--- config.mk ---
export PLATFORM = sky130hd
export DESIGN_NAME = rrof_cell
export DESIGN_NICKNAME = d
export VERILOG_FILES = /design/src/hw/rtl/rrof_pkg.sv /design/src/hw/rtl/rrof_cell.sv
export SDC_FILE = /design/constraint.sdc
export NUM_CORES = 1
export LEC_CHECK = 0
export BUFFER_PORTS_ARGS = -buffer_cell sky130_fd_sc_hd__buf_2
export CORE_AREA = 2 2 71 73
export CTS_CLUSTER_DIAMETER = 150
export DETAILED_ROUTE_END_ITERATION = 7
export DIE_AREA = 0 0 73 75
export HOLD_SLACK_MARGIN = 0.1
export PLACE_DENSITY = 0.91
export SLEW_MARGIN = 40
export SYNTH_ARGS = -nofsm -noshare
export SYNTH_HDL_FRONTEND = slang
export SYNTH_SLANG_ARGS = --single-unit
--- constraint.sdc ---
create_clock -name clk_i -period 3.7 [get_ports clk_i]
set_input_delay 0.185 -clock clk_i [delete_from_list [all_inputs] [get_ports clk_i]]
set_output_delay 0.185 -clock clk_i [all_outputs]
set_load 0.1 [all_outputs]
--- src/hw/rtl/rrof_pkg.sv ---
// running rank-order filter: shared payload and control types
// no dependencies; imported by the cell and the top level
`default_nettype none

package rrof_pkg;

  localparam int unsigned SampleBits = 16;
  localparam int unsigned WinLenBits = 7;
  localparam int unsigned RankBits   = 6;

  localparam logic CfgWinLen = 1'b0;
  localparam logic CfgRank   = 1'b1;

  typedef struct packed {
    logic signed [SampleBits-1:0] sample;
    logic                         last_sample;
  } rrof_in_t;

  typedef struct packed {
    logic signed [SampleBits-1:0] ranked_value;
    logic                         result_valid;
    logic                         record_end;
  } rrof_out_t;

  typedef struct packed {
    logic                         ins;
    logic                         drop;
    logic                         clr;
    logic signed [SampleBits-1:0] sample;
  } rrof_ctrl_t;

endpackage

`default_nettype wire

--- src/hw/rtl/rrof_cell.sv ---
// running rank-order filter: one cell of the sorted chain
// holds one sample with its age; depends on rrof_pkg
`default_nettype none

module rrof_cell #(
  parameter int unsigned AW = 6
) (
  input  wire                                    clk_i,
  input  wire                                    rst_ni,
  input  wire rrof_pkg::rrof_ctrl_t              ctrl_i,
  input  wire logic signed [rrof_pkg::SampleBits-1:0] l_val_i,
  input  wire logic [AW-1:0]                     l_age_i,
  input  wire logic                              l_vld_i,
  input  wire logic                              l_gt_i,
  input  wire logic                              l_le_i,
  input  wire logic signed [rrof_pkg::SampleBits-1:0] r_val_i,
  input  wire logic [AW-1:0]                     r_age_i,
  input  wire logic                              r_vld_i,
  input  wire logic                              r_gt_i,
  input  wire logic                              le_i,
  output logic signed [rrof_pkg::SampleBits-1:0] val_o,
  output logic [AW-1:0]                          age_o,
  output logic                                   vld_o,
  output logic                                   gt_o
);
  import rrof_pkg::*;

  logic signed [SampleBits-1:0] val_q, val_d;
  logic [AW-1:0]                age_q, age_d;
  logic                         vld_q, vld_d;
  logic signed [SampleBits-1:0] a_val, b_val;
  logic [AW-1:0]                a_age, b_age;
  logic                         a_vld, b_vld, a_gt, b_gt;

  // empty cells act as larger than any sample
  assign gt_o  = vld_q ? (val_q > ctrl_i.sample) : 1'b1;
  assign val_o = val_q;
  assign age_o = age_q;
  assign vld_o = vld_q;

  // compacted view with the dropped entry removed: this place and the one before
  always_comb begin
    a_val = le_i ? r_val_i : val_q;
    a_age = le_i ? r_age_i : age_q;
    a_vld = le_i ? r_vld_i : vld_q;
    a_gt  = le_i ? r_gt_i  : gt_o;
    b_val = l_le_i ? val_q : l_val_i;
    b_age = l_le_i ? age_q : l_age_i;
    b_vld = l_le_i ? vld_q : l_vld_i;
    b_gt  = l_le_i ? gt_o  : l_gt_i;
  end

  always_comb begin
    val_d = val_q;
    age_d = age_q;
    vld_d = vld_q;
    if (ctrl_i.clr) begin
      vld_d = 1'b0;
    end else if (ctrl_i.ins) begin
      vld_d = a_vld | b_vld;
      if (!a_gt) begin
        val_d = a_val;
        age_d = a_age + AW'(1);
      end else if (!b_gt) begin
        val_d = ctrl_i.sample;
        age_d = '0;
      end else begin
        val_d = b_val;
        age_d = b_age + AW'(1);
      end
    end else if (ctrl_i.drop) begin
      val_d = a_val;
      age_d = a_age;
      vld_d = a_vld;
    end
  end

  always_ff @(posedge clk_i or negedge rst_ni) begin
    if (!rst_ni) begin
      vld_q <= 1'b0;
    end else begin
      vld_q <= vld_d;
    end
  end

  always_ff @(posedge clk_i) begin
    val_q <= val_d;
    age_q <= age_d;
  end

endmodule

`default_nettype wire

; Word level (Yosys, flattened, before mapping)
; Cells that the tools add are included.
[totals]
regBits = 23
latch_bits = 0
ram_bits = 0
rom_bits = 0
in_bits = 71
out_inout_bits = 24
wordCells = 33
memories = 0
[classes]
addsub = 2
mul = 0
n_div = 0
order_cmp = 1
n_eq_ne = 1
shift = 0
mux = 20
bitwise_logic = 2
n_reduce_logical = 4
[ops]
columns = cell, count
row1 = $mux W16, 6
row2 = $mux W6, 6
row3 = $gt A16 B16 Y1, 1
row4 = $add A6 B1 Y6 const B, 2
row5 = $mux W1, 8
row6 = $ne A4 B4 Y1 const B, 1
row7 = $reduce_and A3 Y1, 1
row8 = $reduce_bool A3 Y1, 1
row9 = $reduce_and A2 Y1, 1
row10 = $reduce_bool A2 Y1, 1
row11 = $not A1 Y1, 1
row12 = $or A1 B1 Y1, 1

; Longest topological paths before layout
; Gate-level depths: netlist of run 1.
[depth]
word_depth = 6
mapped_depth = 11
depth_no_buf = 9

; Least setup slack after synthesis of run 1
; Ideal clock, no wire load.
[synth_path]
kind = register to register
startpoint = reg val_q[3] (netlist: val_o[3])
endpoint = reg val_q[0] (netlist: val_o[0]), enable pin
setup_ns = 0.419
t_arrival_ns = 4.363
t_required_ns = 3.281
path_slack_ns = -1.082
path_stages_with_launch = 8
path_buffers = 0
synth_period_minus_slack_ns = 4.782
cell_sequence = edfxtp_1 -> ha_1 -> a21oi_1 -> o221ai_1 -> o21a_1 -> o221ai_2 -> nand2_1 -> a311oi_1
[synth_via]
elab_chain_len = 5
word_cells_on_any_way = 6
cone_classes = order compare: 1 / eq/ne: 1 / mux: 3 / reduce/logical: 1
[synth_lines]
columns = element, line_no
row1 = start: declaration, rrof_cell.sv:28  ; logic signed [SampleBits-1:0] val_q, val_d;
row2 = start signal: assignment, rrof_cell.sv:87  ; val_q <= val_d;
row3 = $gt A16 B16 Y1 (*), rrof_cell.sv:36  ; assign gt_o = vld_q ? (val_q > ctrl_i.sample) : 1'b1;
row4 = $mux W1 (*), rrof_cell.sv:36
row5 = via gt_o, rrof_cell.sv:24  ; output logic gt_o
row6 = $mux W1 (on tied branches), "rrof_cell.sv:46, rrof_cell.sv:50"
row7 = $ne A4 B4 Y1 (no line) (*), n/a
row8 = $reduce_and A3 Y1 (no line) (*), n/a
; The timed path passes the listed nets; every way through them passes the cells marked *.
; A chain may end at the register's enable or synchronous reset.

; Worst setup path after layout of run 1
[layout_path]
startpoint = reg val_q[5] (netlist: val_o[5])
endpoint = reg val_q[7] (netlist: val_o[7]), data pin
[layout_via]
elab_chain_len = 6
word_cells_on_any_way = 7
cone_classes = order compare: 1 / mux: 6
[layout_lines]
columns = element, line_no
row1 = $gt A16 B16 Y1 (*), rrof_cell.sv:36
row2 = $mux W1 (*), rrof_cell.sv:36
row3 = $mux W1, rrof_cell.sv:50  ; b_gt = l_le_i ? gt_o : l_gt_i;
row4 = $mux W16, rrof_cell.sv:64  ; end else if (!b_gt) begin
row5 = $mux W16 (*), rrof_cell.sv:61  ; if (!a_gt) begin
row6 = $mux W16 (*), rrof_cell.sv:59  ; end else if (ctrl_i.ins) begin
; Every way passes the cells marked *; elsewhere a longest branch is shown, timed or not.

==> impl_metrics.ini, run 1 <==
[run_status]
status = completed

[worst_setup_path]
rr_worst_depth = 9
worst-path-max-fanout = 16
cp_slowest_cell = edfxtp_1
rr_startpoint = val_o[5]
endpoint_kind = register
arrival_ns = 2.70
start_kind = register
crit_required_ns = 3.70
crit_top_cell = mux2i_1
slowest_delay_ns = 0.43
timing_worst_setup_path_type = reg2reg
setup.worst_path.start = val_o[5]
path_cells = ha_1 > a21oi_1 > o221ai_1 > o21a_1 > o221ai_2 > a31o_1 > buf_4 > mux2i_1 > mux2i_1
r2r_setup_slack_ns = 1.0
timing.rr.end = val_o[7]

[sta]
finalHoldViolCount = 0
max_freq_mhz = 370
max_slew_margin = 0.479
rsz0062_at_grt = false
fin_crit_ns = 2.70
setup-violations-final = 0
setup-tns-final_ns = 0
slew_viol_final = 0
clock-skew-final_ns = 0.00167
worst_slew_pin_slew_ns = 0.781
finalCritPeriodShare = 0.730

[floorplanning]
initial_core_util = 0.477
fp.dieH_um = 75
ioPinCount = 95
rows = 25
coreArea_um2 = 4660
die_area_um2 = 5480
die_w_um = 73

[logic_synthesis]
yosysSeqAreaShare = 0.309
syn_nets = 304
synth_seq_cells = 23
postSynthCellCount = 215
synth_ff_type = edfxtp_1
ys_warn_count = 0
post_synth.cell_area_avg_um2 = 10.3
synth-edff-count = 22
synthesis.area_um2 = 2220
async_flop_share = 0.0435
netlist-cell-type-count = 45

[job]
cap_violations = 0

[min_path]
worstHoldPathType = in2reg
hold_depth = 2
hold_start = ctrl_i[16]
min_to = vld_o

[route]
first_iter_violations = 105
vias = 1956
post_drt_wl_per_cell_um = 15.0
drcViolationCount = 0
viasPerCell = 5.45
totalWireLength_um = 5400
dr.pass1.iters = 4
antenna_left = 0

[layout]
fin_area_um2 = 2760
layout.cells.most_common_list = 94 x buf_2, 54 x mux2i_1, 22 x edfxtp_1, 20 x inv_1, 18 x ha_1
area_delta_synth_final_pct = 24.0
diodes = 0
final_common_cell = buf_2
finalNetCount = 395
post-route-util = 0.591
drive_gt1_frac = 0.364

[clocking]
clockBufferDepth = 2
cts-root-buf = clkbuf_8
insertion_delay_ns = 0.26
cts-buffers-inserted = 3
path_clk_slew_ns = 0.08
ctsHoldBuffers = 1
cts_sinks = 23
post_cts_buffers = 0
cts_tree = yes
cts_resized = 0
h-tree-depth = 1

[global_route]
grt_max_degree = 28
grt_use_total = 0.198
grt_pass1_wl_um = 8500
antenna_found_initial = 0
grt_remaining_overflow = 0
grt_pass1_vias = 1856

[place]
gp_congestion = 0.839
io_buffers = 94
dpl.hpwl_um = 4310
place_area_um2 = 2690

[power]
powerDensity_nw_per_um2 = 329
irDropWorstVdd_v = 0.000161
leakage_nw = 1.36
==> synthesized netlist by cell type, types with 2 or more instances <==
cell type / number / area share
nor2b_1: 2 / 0.0056
buf_6: 3 / 0.015
and2_1: 2 / 0.0056
mux2i_1: 54 / 0.24
o21a_1: 5 / 0.017
mux2_2: 4 / 0.020
inv_1: 20 / 0.034
o2bb2ai_1: 6 / 0.024
ha_1: 18 / 0.10
a21oi_1: 9 / 0.020
edfxtp_1: 22 / 0.30
nand4_1: 3 / 0.0084
nand2_1: 14 / 0.024
buf_2: 3 / 0.0068
clkbuf_1: 3 / 0.0051
nand2b_1: 4 / 0.011
nor2_1: 13 / 0.022
xor2_1: 3 / 0.012
==> metal layers <==
layer	up-vias	track usage	share of wire
met5	-	0	0
met4	0	0.0370	0.011
met3	6	0.0201	0.057
met2	91	0.363	0.49
met1	883	0.256	0.44
li1	976	-	-
==> worst max-delay path, delay by kind of cell (launching register included) <==
family / cells / cell delay, ns
AO/OA/AOI/OAI: 5 / 1.06
multiplexers: 2 / 0.34
adder cells (fa/ha/maj): 1 / 0.31
buffers and inverters: 1 / 0.30
flip-flops: 1 / 0.43
==> flip-flops by register name (all words and copies together) (netlist names) <==
register,flops
age_o,6
val_o,16
vld_o,1
==> report_power, final <==
part / internal [mW] / switching, mW
combinational: 0.131 / 0.287
clock: 0.0767 / 0.0787
sequential: 0.316 / 0.0182
total: 0.524 / 0.384
==> per-stage QoR <==
step / power [mW] / instances / hold WS, ns / setup slack [ns]
after global placement: 0.746 / 353 / -0.0322 / 0.976
after detailed placement: 0.756 / 353 / -0.0326 / 0.905
after CTS: 0.913 / 358 / 0.145 / 0.887
final: 0.908 / 359 / 0.152 / 0.999
after floorplan: 0.666 / 215 / -0.111 / 0.119
after global routing: 0.955 / 359 / 0.153 / 0.843
==> cell type report <==
| type | instances | area [um^2] |
|---|---|---|
| Clock buffer | 4 | 45.0 |
| Fill cell | 409 | 1900 |
| Inverter | 20 | 75.1 |
| Multi-Input combinational cell | 161 | 1390 |
| Sequential cell | 23 | 686 |
| Tap cell | 54 | 67.6 |
| Timing Repair Buffer | 97 | 495 |
==> kinds of logic after synthesis <==
group | count (synthesis) | synth area share
adder cells (fa/ha/maj) | 18 | 0.101
buffers and inverters | 31 | 0.0760
multiplexers | 58 | 0.264
AO/OA/AOI/OAI | 37 | 0.134
XOR/XNOR | 4 | 0.0158
flip-flops | 23 | 0.309
AND/OR/NAND/NOR | 44 | 0.101
==> worst max-delay path by stage <==
stage	end	cells after the start
after floorplan	val_o[0]	7
after global placement	val_o[14]	7
after detailed placement	val_o[15]	7
after CTS	val_o[10]	7
after global routing	val_o[7]	8
final	val_o[7]	9
Note: power is estimated with default switching activity, not from simulation.
==> inputs of run 2 (changes only) <==
- CORE_AREA: 2 2 71 73 -> 2 2 75 77
- DIE_AREA: 0 0 73 75 -> 0 0 77 79
- PLACE_DENSITY: 0.91 -> 0.86
- clock period: 3.7 -> 2.2 ns (I/O delays scaled with it)
==> impl_metrics.ini, run 2 (same netlist as run 1, synthesis figures left out) <==
[route]
drcViolationCount = 0
wl_met1_um = 2590
dr_wl_met3_um = 353
vias = 2097
top_layer_used = met4
post_drt_wl_per_cell_um = 14.7
wl_met2_um = 3000
dr.pass1.iters = 4
antenna_left = 0
viasPerCell = 5.14
first_iter_violations = 94
totalWireLength_um = 6020

[layout]
diodes = 0
fin_area_um2 = 3200
area_delta_synth_final_pct = 44.0
final_common_cell = buf_2
final_cells = 408
layout.cells.most_common_list = 93 x buf_2, 54 x mux2i_1, 26 x buf_4, 22 x edfxtp_1, 20 x inv_1
drive_gt1_frac = 0.446
largest_register_ffs = 16
finalNetCount = 426

[power]
irDropWorstVdd_v = 0.000290
powerDensity_nw_per_um2 = 520
p_total_mw = 1.66
leakage_nw = 1.55

[clocking]
clockBufferDepth = 2
insertion_delay_ns = 0.26
cts_sinks = 23
path_clk_slew_ns = 0.09
cts-root-buf = clkbuf_8
cts_tree = yes
h-tree-depth = 1
cts-buffers-inserted = 3

[place]
io_buffers = 94
dpl.hpwl_um = 4560
dp.cells = 395
gp_congestion = 0.865
place_area_um2 = 3010

[job]
cap_violations = 0

[floorplanning]
initial_core_util = 0.416
die_w_um = 77
die_area_um2 = 6080
ioPinCount = 95
rows = 27
fp.dieH_um = 79
coreArea_um2 = 5340

[worst_setup_path]
worst-path-max-fanout = 8
cp_slowest_cell = edfxtp_1
path_delay_family = compound AO/OA/AOI/OAI gates
endpoint_kind = register
slowest_delay_ns = 0.46
crit_top_cell = o2bb2ai_1
start_kind = register
crit_required_ns = 2.21
timing_worst_setup_path_type = reg2reg
cp.buffers_inverters = 2
arrival_ns = 2.50
path_cells = ha_4 > nand4_1 > a211oi_1 > o21a_1 > o221ai_4 > buf_6 > a31oi_4 > buf_4 > o2bb2ai_1 > o2bb2ai_1

[run_status]
status = finished with violations
violations = negative setup slack

[sta]
slew_viol_final = 0
setup_ws_ns = -0.282
setup-violations-final = 39
clock-skew-final_ns = 0.00435
finalCritPeriodShare = 1.13
max_slew_margin = 0.605
fin_crit_ns = 2.48
worst_slew_pin_slew_ns = 0.591
finalHoldViolCount = 0
rsz0062_at_grt = true
whs_ns = 0.148
max_freq_mhz = 403

[global_route]
grt_max_degree = 19
grt_remaining_overflow = 0
grt_pass1_vias = 2067
grt_use_total = 0.194
antenna_found_initial = 0
grt_pass1_wl_um = 9480

[min_path]
worstHoldPathType = in2async
-- run 2: cell count changes in the layout (fill, tap and decap cells not counted), moves of 2 or more --
cell,delta
buf_4,+24
ha_1,-4
ha_4,+4
buf_12,+3
buf_6,+2
nand2_8,+2
-- run 2: metal layers --
layer / vias up / global-route usage
met1: 957 / 0.240
met3: 6 / 0.0216
met5: - / 0
li1: 1039 / -
met2: 95 / 0.359
met4: 0 / 0.0518
-- run 2: worst paths after layout --
path                       depth (start not counted)   startpoint  slack [ns]        end
max                                               10     val_o[7]       -0.28   age_o[2]
min                                                2       rst_ni        0.15      vld_o
max reg2reg                                       10     val_o[7]       -0.28   age_o[2]
min reg2reg                                        3    val_o[13]        0.79  val_o[13]
max in group asynchronous                          2       rst_ni        1.96      vld_o
min in group clk_i                                 3  l_val_i[12]        0.21  val_o[12]
-- run 2: layout make-up --
class / instances / area (um^2)
Multi-Input combinational cell: 162 / 1510
Timing Repair Buffer: 127 / 791
Tap cell: 72 / 90.1
Inverter: 20 / 75.1
Clock buffer: 3 / 41.3
Clock inverter: 1 / 5.00
Fill cell: 453 / 2140
Sequential cell: 23 / 686
-- run 2: report_power, final --
| part | internal [mW] | leakage (nW) | total, mW | switching [mW] |
|---|---|---|---|---|
| clock network | 0.126 | 0.0255 | 0.268 | 0.142 |
| logic | 0.310 | 1.31 | 0.832 | 0.521 |
| registers | 0.532 | 0.223 | 0.565 | 0.0333 |
| total | 0.968 | 1.55 | 1.66 | 0.697 |
-- run 2: through the flow --
stage	utilization	TNS, ns	setup slack, ns
finish	0.599	-9.15	-0.282
global route	0.599	-14.35	-0.440
CTS	0.590	-9.43	-0.282
detailed placement	0.563	-9.58	-0.288
global placement	0.563	-6.99	-0.207
floorplan	-	-33.85	-1.08
-- run 2: repair_timing --
action                                  4_1_cts  5_1_grt
buffers inserted                              3        3
endpoints found under the setup margin       39       39
pin swaps                                     3        1
hold endpoints to repair                      2        0
cloned                                        1        1
hold buffers                                  2        0
gates resized for setup                       2        5
==> inputs of run 3 (changes only) <==
--- a/config.mk
+++ b/config.mk
@@ -12,2 +12,3 @@
 export DIE_AREA = 0 0 77 79
+export GPL_TIMING_DRIVEN = 0
 export HOLD_SLACK_MARGIN = 0.1
==> constraint.sdc (replaced) <==
create_clock -name clk_i -period 2.2 [get_ports clk_i]
set_input_delay 0.22 -clock clk_i [delete_from_list [all_inputs] [get_ports clk_i]]
set_output_delay 0.22 -clock clk_i [all_outputs]
set_load 0.1 [all_outputs]
==> impl_metrics.ini, run 3 (same netlist as run 1, synthesis figures left out) <==
[sta]
worst_slew_pin_slew_ns = 0.805
max_slew_margin = 0.463
setup-violations-final = 39
max_freq_mhz = 384
clock-skew-final_ns = 0.00276
rsz0062_at_grt = true
finalHoldViolCount = 0
finalCritPeriodShare = 1.18
setup_ws_ns = -0.402
setup-tns-final_ns = -10.39
fin_crit_ns = 2.60
slew_viol_final = 0

[layout]
final_common_cell = buf_2
fin_area_um2 = 3230
finalNetCount = 421
layout.cells.most_common_list = 93 x buf_2, 54 x mux2i_1, 22 x edfxtp_1, 20 x inv_1
post-route-util = 0.605
area_delta_synth_final_pct = 45.4
largest_register_ffs = 16
drive_gt1_frac = 0.453
diodes = 0
fill_cells = 469

[floorplanning]
die_area_um2 = 6080
rows = 27
initial_core_util = 0.416
fp.dieH_um = 79
die_w_um = 77
coreArea_um2 = 5340
ioPinCount = 95

[clocking]
cts_sinks = 23
cts-root-buf = clkbuf_8
path_clk_slew_ns = 0.09
insertion_delay_ns = 0.26
clockBufferDepth = 2
cts_tree = yes
h-tree-depth = 1
cts-buffers-inserted = 3

[place]
gp_congestion = 0.809
post-place-ws_ns = -0.465
place_area_um2 = 2870
dpl.hpwl_um = 4530
io_buffers = 91

[worst_setup_path]
r2r_setup_slack_ns = -0.40
timing.rr.end = val_o[14]
worst-path-max-fanout = 5
start_kind = register
endpoint_kind = register
crit_required_ns = 2.21
timing_worst_setup_path_type = reg2reg
rr_worst_depth = 10
arrival_ns = 2.61
rr_startpoint = val_o[6]

[power]
irDropWorstVdd_v = 0.000325
powerDensity_nw_per_um2 = 520
leakage_nw = 1.53

[job]
cap_violations = 0

[min_path]
hold_start = ctrl_i[16]
hold_depth = 2
min_to = vld_o
worstHoldPathType = in2reg

[run_status]
status = finished with violations
violations = negative setup slack

[route]
viasPerCell = 5.18
drcViolationCount = 0
dr.pass1.iters = 4
first_iter_violations = 84
totalWireLength_um = 6150
vias = 2089
post_drt_wl_per_cell_um = 15.3
antenna_left = 0

[global_route]
antenna_found_initial = 0
grt_max_degree = 13
grt_remaining_overflow = 0
grt_pass1_vias = 2078
grt_use_total = 0.191
grt_pass1_wl_um = 9410
## run 3: critical path, cell delays in order (launching register included)
cell and delay [ns]:
edfxtp_1 0.41, ha_1 0.33, nand4_1 0.14, o221ai_1 0.13
o21a_1 0.21, o221ai_4 0.29, a31o_1 0.22, buf_6 0.14
buf_12 0.13, mux2i_1 0.24, mux2i_1 0.12
## run 3: worst max path at each step
stage / slack, ns / from / to
detailed placement: -0.46 / val_o[11] / val_o[12]
CTS: -0.40 / val_o[14] / val_o[9]
global route: -0.59 / val_o[9] / val_o[14]
floorplan: -1.08 / val_o[3] / val_o[0]
finish: -0.40 / val_o[6] / val_o[14]
global placement: -0.62 / val_o[3] / val_o[11]
## run 3: final cells by class
type                            count  area, um^2  area share
Buffer                             11        93.8      0.0290
Timing Repair Buffer              112         688       0.213
Inverter                           20        75.1      0.0232
Sequential cell                    23         686       0.212
Tap cell                           72        90.1      0.0279
Clock buffer                        4        45.0      0.0139
Multi-Input combinational cell    161        1550       0.481
## run 3: layer usage
metal  global-route usage  wire length [um]
met4               0.0518                59
met2                0.360              3220
met1                0.234              2630
met3               0.0182               233
met5                    0                 0
## run 3: timing repair
| item | CTS | global route |
|---|---|---|
| hold endpoints to repair | 1 | 0 |
| gates cloned | 0 | 2 |
| hold buffers | 1 | 0 |
| gates resized for setup | 8 | 13 |
| pin swaps | 9 | 17 |
| endpoints found under the setup margin | 39 | 39 |
| buffers inserted | 14 | 3 |
## run 3: power by group
| part | total [mW] | switching, mW | internal, mW |
|---|---|---|---|
| registers | 0.567 | 0.0348 | 0.532 |
| logic | 0.842 | 0.527 | 0.314 |
| clock network | 0.271 | 0.141 | 0.129 |
## run 3: per-stage QoR
step	cells	total power, mW	hold WS, ns
final	403	1.68	0.175
after global routing	403	1.77	0.171
after CTS	398	1.65	0.166
after detailed placement	379	1.32	-0.00119
after global placement	378	1.30	-0.00140
after floorplan	215	1.15	-0.0756
